[config.mk]
export PLATFORM = sky130hd
export DESIGN_NAME = pfcf_classify
export DESIGN_NICKNAME = d
export VERILOG_FILES = /design/src/rtl/pfcf_pkg.sv /design/src/rtl/pfcf_classify.sv
export SDC_FILE = /design/constraint.sdc
export NUM_CORES = 1
export LEC_CHECK = 0
export CORE_AREA = 2 2 258 260
export DETAILED_ROUTE_END_ITERATION = 8
export DIE_AREA = 0 0 260 262
export DONT_BUFFER_PORTS = 1
export PLACE_DENSITY = 0.3
export RECOVER_POWER = 50
export SLEW_MARGIN = 20
export SYNTH_ARGS = -nofsm -noshare
export SYNTH_HDL_FRONTEND = slang
export SYNTH_SLANG_ARGS = --single-unit
[constraint.sdc]
create_clock -name vclk -period 5.9
set_input_delay 0.59 -clock vclk [all_inputs]
set_output_delay 0.59 -clock vclk [all_outputs]
set_load 0.01 [all_outputs]
[src/rtl/pfcf_pkg.sv]
`timescale 1ns / 1ps
package pfcf_pkg;

    localparam int TABLE_DEPTH = 1024;
    localparam int ADDR_W      = $clog2(TABLE_DEPTH);
    localparam int CNT_W       = ADDR_W + 1;

    localparam logic [15:0] ETH_IPV4   = 16'h0800;
    localparam logic [15:0] ETH_IPV6   = 16'h86DD;
    localparam logic [7:0]  PROTO_TCP  = 8'd6;
    localparam logic [7:0]  PROTO_UDP  = 8'd17;
    localparam logic [7:0]  PROTO_ICMP = 8'd1;
    localparam logic [15:0] ETH_HDR    = 16'd14;
    localparam logic [15:0] V4_MIN     = 16'd34;
    localparam logic [15:0] V6_MIN     = 16'd54;
    localparam logic [15:0] LFSR_SEED  = 16'hACE1;
    localparam logic [15:0] LFSR_TAPS  = 16'hB400;

    localparam logic [1:0] KIND_NONE = 2'd0;
    localparam logic [1:0] KIND_TCP  = 2'd1;
    localparam logic [1:0] KIND_UDP  = 2'd2;
    localparam logic [1:0] KIND_ICMP = 2'd3;

    typedef enum logic [2:0] {
        VERDICT_EMIT      = 3'd0,
        VERDICT_SKIP      = 3'd1,
        VERDICT_V4_SHORT  = 3'd2,
        VERDICT_IHL_SHORT = 3'd3,
        VERDICT_V6_SHORT  = 3'd4,
        VERDICT_CUTOFF    = 3'd5
    } verdict_t;

    typedef enum logic [1:0] {
        CFG_CUTOFF    = 2'd0,
        CFG_MAX_FLOWS = 2'd1,
        CFG_MAX_IDLE  = 2'd2,
        CFG_SWEEP     = 2'd3
    } cfg_index_t;

    typedef enum logic [2:0] {
        ST_CLEAR,
        ST_IDLE,
        ST_SCAN,
        ST_UPDATE,
        ST_SWEEP,
        ST_ECHECK,
        ST_EVICT,
        ST_DONE
    } state_t;

    typedef struct packed {
        logic [63:0] sh;
        logic [63:0] sl;
        logic [63:0] dh;
        logic [63:0] dl;
        logic [33:0] pk;
    } flow_key_t;

    typedef struct packed {
        logic        valid;
        flow_key_t   key;
        logic [31:0] total;
        logic [31:0] seen;
    } entry_t;

    typedef struct packed {
        verdict_t    verdict;
        flow_key_t   key;
        logic [15:0] payload;
        logic [15:0] l3_len;
    } pkt_t;

    function automatic logic exceeds(input logic [31:0] now, input logic [31:0] then_t,
                                     input logic [31:0] limit);
        exceeds = (now < then_t) || ((now - then_t) > limit);
    endfunction

endpackage

[src/rtl/pfcf_classify.sv]
`timescale 1ns / 1ps
module pfcf_classify
    import pfcf_pkg::*;
(
    input  logic [15:0] ether_type,
    input  logic [3:0]  ip_header_words,
    input  logic [7:0]  ip_protocol,
    input  logic [63:0] source_address_high,
    input  logic [63:0] source_address_low,
    input  logic [63:0] destination_address_high,
    input  logic [63:0] destination_address_low,
    input  logic [15:0] first_transport_word,
    input  logic [15:0] second_transport_word,
    input  logic [3:0]  tcp_offset_words,
    input  logic [15:0] wire_length,
    output pkt_t        pkt
);

    logic [6:0]  ip_hdr;
    logic [6:0]  l4_hdr;
    logic [7:0]  hdr_sum;
    logic [15:0] l3_len;
    logic [1:0]  kind;
    logic [15:0] w1;
    logic [15:0] w2;

    always_comb
    begin
        pkt.verdict = VERDICT_EMIT;
        pkt.key.sh  = source_address_high;
        pkt.key.sl  = source_address_low;
        pkt.key.dh  = destination_address_high;
        pkt.key.dl  = destination_address_low;
        ip_hdr      = 7'd40;
        if (ether_type == ETH_IPV4)
        begin
            ip_hdr = {1'b0, ip_header_words, 2'b00};
            if (wire_length < V4_MIN)
            begin
                pkt.verdict = VERDICT_V4_SHORT;
            end
            else if (ip_header_words < 4'd5)
            begin
                pkt.verdict = VERDICT_IHL_SHORT;
            end
            // map to ::ffff:a.b.c.d
            pkt.key.sh = '0;
            pkt.key.sl = {32'h0000FFFF, source_address_low[31:0]};
            pkt.key.dh = '0;
            pkt.key.dl = {32'h0000FFFF, destination_address_low[31:0]};
        end
        else if (ether_type == ETH_IPV6)
        begin
            if (wire_length < V6_MIN)
            begin
                pkt.verdict = VERDICT_V6_SHORT;
            end
        end
        else
        begin
            pkt.verdict = VERDICT_SKIP;
        end

        kind = KIND_NONE;
        w1   = '0;
        w2   = '0;
        l4_hdr = '0;
        case (ip_protocol)
            PROTO_TCP:
            begin
                kind   = KIND_TCP;
                w1     = first_transport_word;
                w2     = second_transport_word;
                l4_hdr = {1'b0, tcp_offset_words, 2'b00};
            end
            PROTO_UDP:
            begin
                kind   = KIND_UDP;
                w1     = first_transport_word;
                w2     = second_transport_word;
                l4_hdr = 7'd8;
            end
            PROTO_ICMP:
            begin
                kind   = KIND_ICMP;
                w1     = {8'd0, first_transport_word[7:0]};
                w2     = {8'd0, second_transport_word[7:0]};
                l4_hdr = 7'd8;
            end
            default:
            begin
                kind = KIND_NONE;
            end
        endcase
        pkt.key.pk = {kind, w1, w2};

        l3_len      = wire_length - ETH_HDR;
        hdr_sum     = {1'b0, ip_hdr} + {1'b0, l4_hdr};
        pkt.l3_len  = l3_len;
        pkt.payload = (l3_len > {8'd0, hdr_sum}) ? (l3_len - {8'd0, hdr_sum}) : 16'd0;
    end

endmodule

# Word level (Yosys, flattened, before mapping)
# Index checks and enable logic that the tools add are counted.
[totals]
reg_bits = 0
in_bits = 336
out_inout_bits = 325
[classes]
n_addsub = 3
magnitude_cmp = 4
eq_ne = 5
mux = 12
reduce_logical = 2
[ops]
columns = ["operator", "count"]
rows = [
  ["$mux W256", 1],
  ["$pmux W16 S2", 2],
  ["$lt A16 B6 Y1 const B", 2],
  ["$eq A16 B12 Y1 const B", 1],
  ["$eq A16 B16 Y1 const B", 1],
  ["$gt A16 B8 Y1", 1],
  ["$mux W16", 1],
  ["$sub A16 B4 Y16 const B", 1],
  ["$sub A16 B8 Y16", 1],
  ["$mux W3", 4],
  ["$pmux W6 S2", 1],
  ["$add A7 B7 Y8", 1],
  ["$eq A8 B1 Y1 const B", 1],
  ["$eq A8 B3 Y1 const B", 1],
  ["$eq A8 B5 Y1 const B", 1],
  ["$mux W6", 1],
  ["$pmux W2 S3", 1],
  ["$lt A4 B3 Y1 const B", 1],
  ["$reduce_or A2 Y1", 2],
  ["$mux W2", 1],
]

# Logic depth before layout (Yosys ltp)
# Gate-level depths: netlist of run 1.
[logic_depth]
word_depth = 6
mapped_depth = 19
ltp_nobuf = 17

# Worst setup path before layout of run 1
# No wires, ideal clock.
[synth_path]
kind = "input port to output port"
startpoint = "input ip_protocol[1]"
endpoint = "output pkt[30] (netlist name)"
t_arrival_ns = 4.138
t_required_ns = 5.310
setup_slack_ns = 1.172
cell_stages = 14
n_path_buf = 0
cell_sequence = "or4b_2 -> nor4_2 -> a21oi_1 -> inv_1 -> ha_1 -> a21o_1 -> a21oi_1 -> xor2_1 -> ha_1 -> a21o_1 -> a221oi_1 -> nand2_1 -> nor4_1 -> mux2_2"
[synth_lines]
columns = ["element", "line", "text"]
rows = [
  ["from (decl)", "pfcf_classify.sv:7", "input logic [7:0] ip_protocol,"],
  ["to (decl)", "pfcf_classify.sv:16", "output pkt_t pkt"],
]

==> results.md, run 1 <==
- Outcome: complete, but fails checks
- Violations in the final reports: max-capacitance violations, max-slew violations
- Drt via density: 2.58
- Main area contributors after synthesis: and2_1 (37%), buf_4 (15%), nand2b_1 (7.8%)
- Post-synthesis xor/xnor area fraction: around 6.4%
- Synth warn: 0
- Switching power: 0.000147 W
- Clock buffer count: 0
- Fin. max-slew vios: 102
- Fin crit period: 5.34 ns
- Clock share of power: 0%
- Register area: 0 µm²
- RD Place Congestion: 0.945
- CP required: 5.31 ns
- CP startpoint: ip_protocol[1]
- Die width: roughly 260 µm
- P_leak: between 1 and 1.5 nW
- Max-cap violations: 2
- Post-CTS setup buffer count: 0
- Pwr/cell area: roughly 56 nW/µm²
- Fmax: between 150 and 200 MHz
- Global-route wire length before repair: ~30000 µm
- I/O pin total: 661
- Sequential-to-total area share from yosys stat: 0%
- Final instance area: 3810 µm²
- Most frequent cell after synthesis: and2_1
- Hold Crit Class: in2out
- Core Footprint: ~65000 µm²
- Post-synthesis adder-cell area fraction: 5.29%
- Synth cell count leaders: and2_1 (197), buf_4 (67), nand2b_1 (42)
- Vias in the first global route: 2994
- Fin Setup TNS: 0 ns
- Gr usage total: between 6 and 7%
- Post-Synth Simple-Gate Area: between 50 and 60%
- Initial Util: 5.14%
- GRT Residual Overflow: 0
- Sequential power share: 0%
- Critical Path Start Type: input port
- DPL Wire Length: 23500 µm
- Total routed wirelength: 25800 µm
- Slew HR: -52.8%
- Post-Place Cell Area: 3850 µm²
- Initial DRC count: approximately 130
- Post-Syn Nets: 845
- Worst Setup End Kind: primary output
- DRC: 0
- Maximum vdd drop: 0.0000151 V
- Largest net degree at the start of global routing: roughly 100
- Die area: 68100 µm²
- Setup crit end: pkt[30]
- IO buf count: 0
- Routed len/inst: 20.3 µm
- Nets: 756
- Die Ht: 262 µm
- DR vias: between 3000 and 4000
- Number of sequential cells: 0
- Critical Path AT: roughly 4.8 ns
- Netlist cell types: 52
- RSZ-0062 raised after global routing: false
- Least-Margin Pin Slew: 2.29 ns
- Synth top area share: 36.7%
- Final Hold Vio Count: 0
- Post-cts sizing count: 0
- P&R area growth vs syn: 13.3%
- Sw Share: between 60 and 70%
- Yosys top cell by area: and2_1
- Internal: 0.0000651 W
- Crit path max fanout: 4
- Antenna Nets Post-Route: 0
- Placed insts: 1269
- Row count: 94
- Tcrit/Tclk final: 90.5%
- Largest family of logic cells by synthesized area: simple AND/OR/NAND/NOR gates
- Initial antenna violation count: 32
- Setup Crit Path Kind: in2out
- Combinational Power Share: between 90% and 100%
- Detailed Routing Iterations Pass 1: 5
- Mux contribution to synthesized area: 0.633%
- Synthesized cell area: approximately 3400 µm²
- Synth Area per Inst: 6.77 µm²
- Share of post-route cells with drive strength above 1: 6.17%
- Final setup viols: 0
- Syn Inst Count: between 400 and 500
- Compound-Gate Fraction of Synth Area: ~7.5%
- Non-Filler Instances: between 1000 and 1500
- # hold bufs at CTS: 0
-- per-stage QoR --
step           hold WS (ns)  power, W  utilization [%]  worst slack (ns)
5_1_grt                1.18  0.000229             5.83             0.227
2_1_floorplan          1.22  0.000214                -              1.17
4_1_cts                1.18  0.000218             5.89             0.672
6_report               1.18  0.000212             5.83             0.561
3_5_place_dp           1.18  0.000217             5.89             0.679
3_3_place_gp           1.18  0.000220             5.89             0.678
-- power by group through the flow --
stage	clock network (W)	registers, W	logic [W]
floorplan	0	0	0.000214
global placement	0	0	0.000220
detailed placement	0	0	0.000217
CTS	0	0	0.000218
global route	0.000000000113	0	0.000229
finish	0.000000000113	0	0.000212
-- final cells by class --
cell class	count	area (µm²)
inverters	13	48.8
well taps	864	1080
multi-input cells	387	2630
fillers	7752	61500
repair buffers	5	33.8
diodes	5	12.5
-- per-layer routing --
layer | up-vias | track usage (%) | part of all wire [%]
met2 | 390 | 10.7 | 46
li1 | 1346 | - | -
met1 | 1477 | 6.82 | 33
met4 | 2 | 1.20 | 3.3
met3 | 66 | 5.14 | 18
met5 | - | 0 | 0.050
-- worst max-delay path, cell delays in order --
cell	delay, ns
or4b_2	0.74
nor4_2	0.17
clkbuf_1	0.30
a21oi_1	0.18
inv_1	0.09
ha_1	0.22
a21o_1	0.18
a21oi_1	0.16
xor2_1	0.24
ha_1	0.30
a21o_1	0.20
a221oi_1	0.38
nand2_1	0.26
nor4_1	0.30
mux2_2	0.41
-- cells in the final DEF, fill, tap and decap left out, types with 3 or more instances in the layout --
master     count
nor2_1        11
nor3_1         6
nand2b_1      42
a21o_1         4
diode_2        5
and3_1         3
a21oi_1       14
xnor2_1       12
and2_0        70
nor2_4         6
nand4b_1       4
inv_1         13
nand3_1        4
ha_1          11
buf_4          4
a31oi_1        3
o21ai_0        4
nand2_1        7
and2_1       127
nor4_1         7
xor2_1         8
nor2_2         4
nand4_1        5
a2111oi_0      3
-- worst min-delay path by stage --
| stage | startpoint | to | cells past startpoint | slack, ns |
|---|---|---|---|---|
| 2_1_floorplan | ip_protocol[5] | pkt[65] | 1 | 1.22 |
| 3_3_place_gp | source_address_low[3] | pkt[197] | 0 | 1.18 |
| 3_5_place_dp | source_address_low[3] | pkt[197] | 0 | 1.18 |
| 4_1_cts | source_address_low[3] | pkt[197] | 0 | 1.18 |
| 5_1_grt | source_address_low[0] | pkt[194] | 0 | 1.18 |
| 6_report | source_address_low[0] | pkt[194] | 0 | 1.18 |
-- cells by family after synthesis --
logic type,count (synthesis)
xor gates and xnor gates,22
and+or+nand+nor,312
adders and majority gates,13
AOI/OAI and AO/OA,38
muxes,2
buffers and inverters,109
Power figures use the tool's default switching activity.
==> run 2, diff against run 1 <==
--- a/config.mk
+++ b/config.mk
@@ -5,11 +5,13 @@
 export SDC_FILE = /design/constraint.sdc
 export NUM_CORES = 1
 export LEC_CHECK = 0
-export CORE_AREA = 2 2 258 260
+export CELL_PAD_IN_SITES_DETAIL_PLACEMENT = 2
+export CELL_PAD_IN_SITES_GLOBAL_PLACEMENT = 2
+export CORE_AREA = 2 2 253 255
 export DETAILED_ROUTE_END_ITERATION = 8
-export DIE_AREA = 0 0 260 262
+export DIE_AREA = 0 0 255 257
 export DONT_BUFFER_PORTS = 1
-export PLACE_DENSITY = 0.3
+export PLACE_DENSITY = 0.39
 export RECOVER_POWER = 50
 export SLEW_MARGIN = 20
 export SYNTH_ARGS = -nofsm -noshare
==> results.md, run 2 (synthesis results as in run 1) <==
- Core Footprint: 62700 µm²
- Fin Setup TNS: 0 ns
- # hold bufs at CTS: 0
- Setup Crit Path Kind: in2out
- Antenna Nets Post-Route: 0
- Row count: 92
- Met3 usage: approximately 4.8%
- Die Ht: 257 µm
- Most frequent cells in the layout: and2_1 (129), and2_0 (68), nand2b_1 (42)
- Fillcell total: 7553
- Detailed Routing Iterations Pass 1: 4
- I/O pin total: 661
- Largest net degree at the start of global routing: between 100 and 150
- Total routed wirelength: 26400 µm
- P&R area growth vs syn: 13.6%
- CP required: 5.31 ns
- Critical Path AT: about 4.7 ns
- Number of sequential cells: 0
- Nets: 757
- Drt via density: 2.61
- Fin util: under 10%
- Max-cap violations: 1
- GRT met2 Usage: 13.2%
- Critical-path top delay cell: or4b_2
- M1 GR Usage: 6.84%
- Critical Path Start Type: input port
- Worst Hold Path Cells: 0
- Slew HR: -0.386%
- Post-cts sizing count: 0
- Fin. max-slew vios: 1
- Initial DRC count: 69
- Global-route wire length before repair: 32500 µm
- Crit path max-delay family: simple AND/OR/NAND/NOR gates
- Area of the multi-input gates: 2640 µm²
- Final setup viols: 0
- Gr usage total: 7.25%
- DR vias: 3287
- Least-Margin Pin Slew: approximately 1.5 ns
- Clock buffer count: 0
- Die area: 65500 µm²
- Initial Util: under 10%
- Critical path buffer and inverter count: 3
- Fin crit period: 5.30 ns
- Initial antenna violation count: 41
- Levels on crit path: 17
- Die width: 255 µm
- Worst Setup End Kind: primary output
- Register area: 0 µm²
- RD Place Congestion: 0.811
- Most used routing layer: met2
- Pwr/cell area: 54.2 nW/µm²
- DPL Wire Length: 24100 µm
- Commonest non-fill, non-tap cell in the layout: and2_1
- DRC: 0
- P_leak: 1.09 nW
- Slowest stage delay, CP: 0.69 ns
- Post-CTS setup buffer count: 0
- Hold Crit Class: in2out
- CP cell instances: or4b_2, nor4_2, buf_4, a21oi_1, inv_1, ha_1, a21o_1, a21oi_1, xor2_1, ha_1, a21o_1, a221oi_1, o21ai_0, nor2_1, and3_1, buf_12, nor2_2
- Routed len/inst: 21.0 µm
- Vias in the first global route: 3338
- Tcrit/Tclk final: around nine tenths
- Outcome: complete, but fails checks
- Final Hold Vio Count: 0
- Violations in the final reports: max-capacitance violations, max-slew violations
- RSZ-0062 raised after global routing: false
- IO buf count: 0
- Fmax: 189 MHz
- Maximum vdd drop: 0.00000893 V
- GRT Residual Overflow: 0
- Share of post-route cells with drive strength above 1: 6.65%
- Crit path max fanout: 9
run 2: stage by stage:
stage               instances  total power [W]  worst slack [ns]  area (µm²)  hold slack (ns)
finish                   1257         0.000207             0.600        3820             1.18
global route             1256         0.000228             0.182        3810             1.18
CTS                      1252         0.000217             0.489        3850             1.18
detailed placement       1252         0.000215             0.539        3850             1.18
global placement         1252         0.000217             0.605        3850             1.18
floorplan                 496         0.000214              1.17        3360             1.22
run 2: cell type report:
| class | count | share of cell area, % |
|---|---|---|
| multi-input combinational | 387 | 69.0 |
| tap | 846 | 27.7 |
| timing repair buffer | 6 | 1.61 |
| inverter | 13 | 1.28 |
| antenna | 5 | 0.328 |
run 2: path summary, 6_finish.rpt:
kind	start	endpoint	slack [ns]
setup / recovery	ip_protocol[1]	pkt[29]	0.60
hold / removal	source_address_low[0]	pkt[194]	1.18
run 2: layer usage:
metal	routed length, µm	part of all wire, %	up-vias
li1	-	-	1348
met1	8040	30	1479
met2	13300	50	378
met3	4260	16	78
met4	804	3.0	4
met5	30	0.11	-
run 2: power breakdown:
part | switching, W | internal [W] | total (W)
Clock | 0 | 0.000000000114 | 0.000000000114
Sequential | 0 | 0 | 0
Combinational | 0.000140 | 0.0000673 | 0.000207
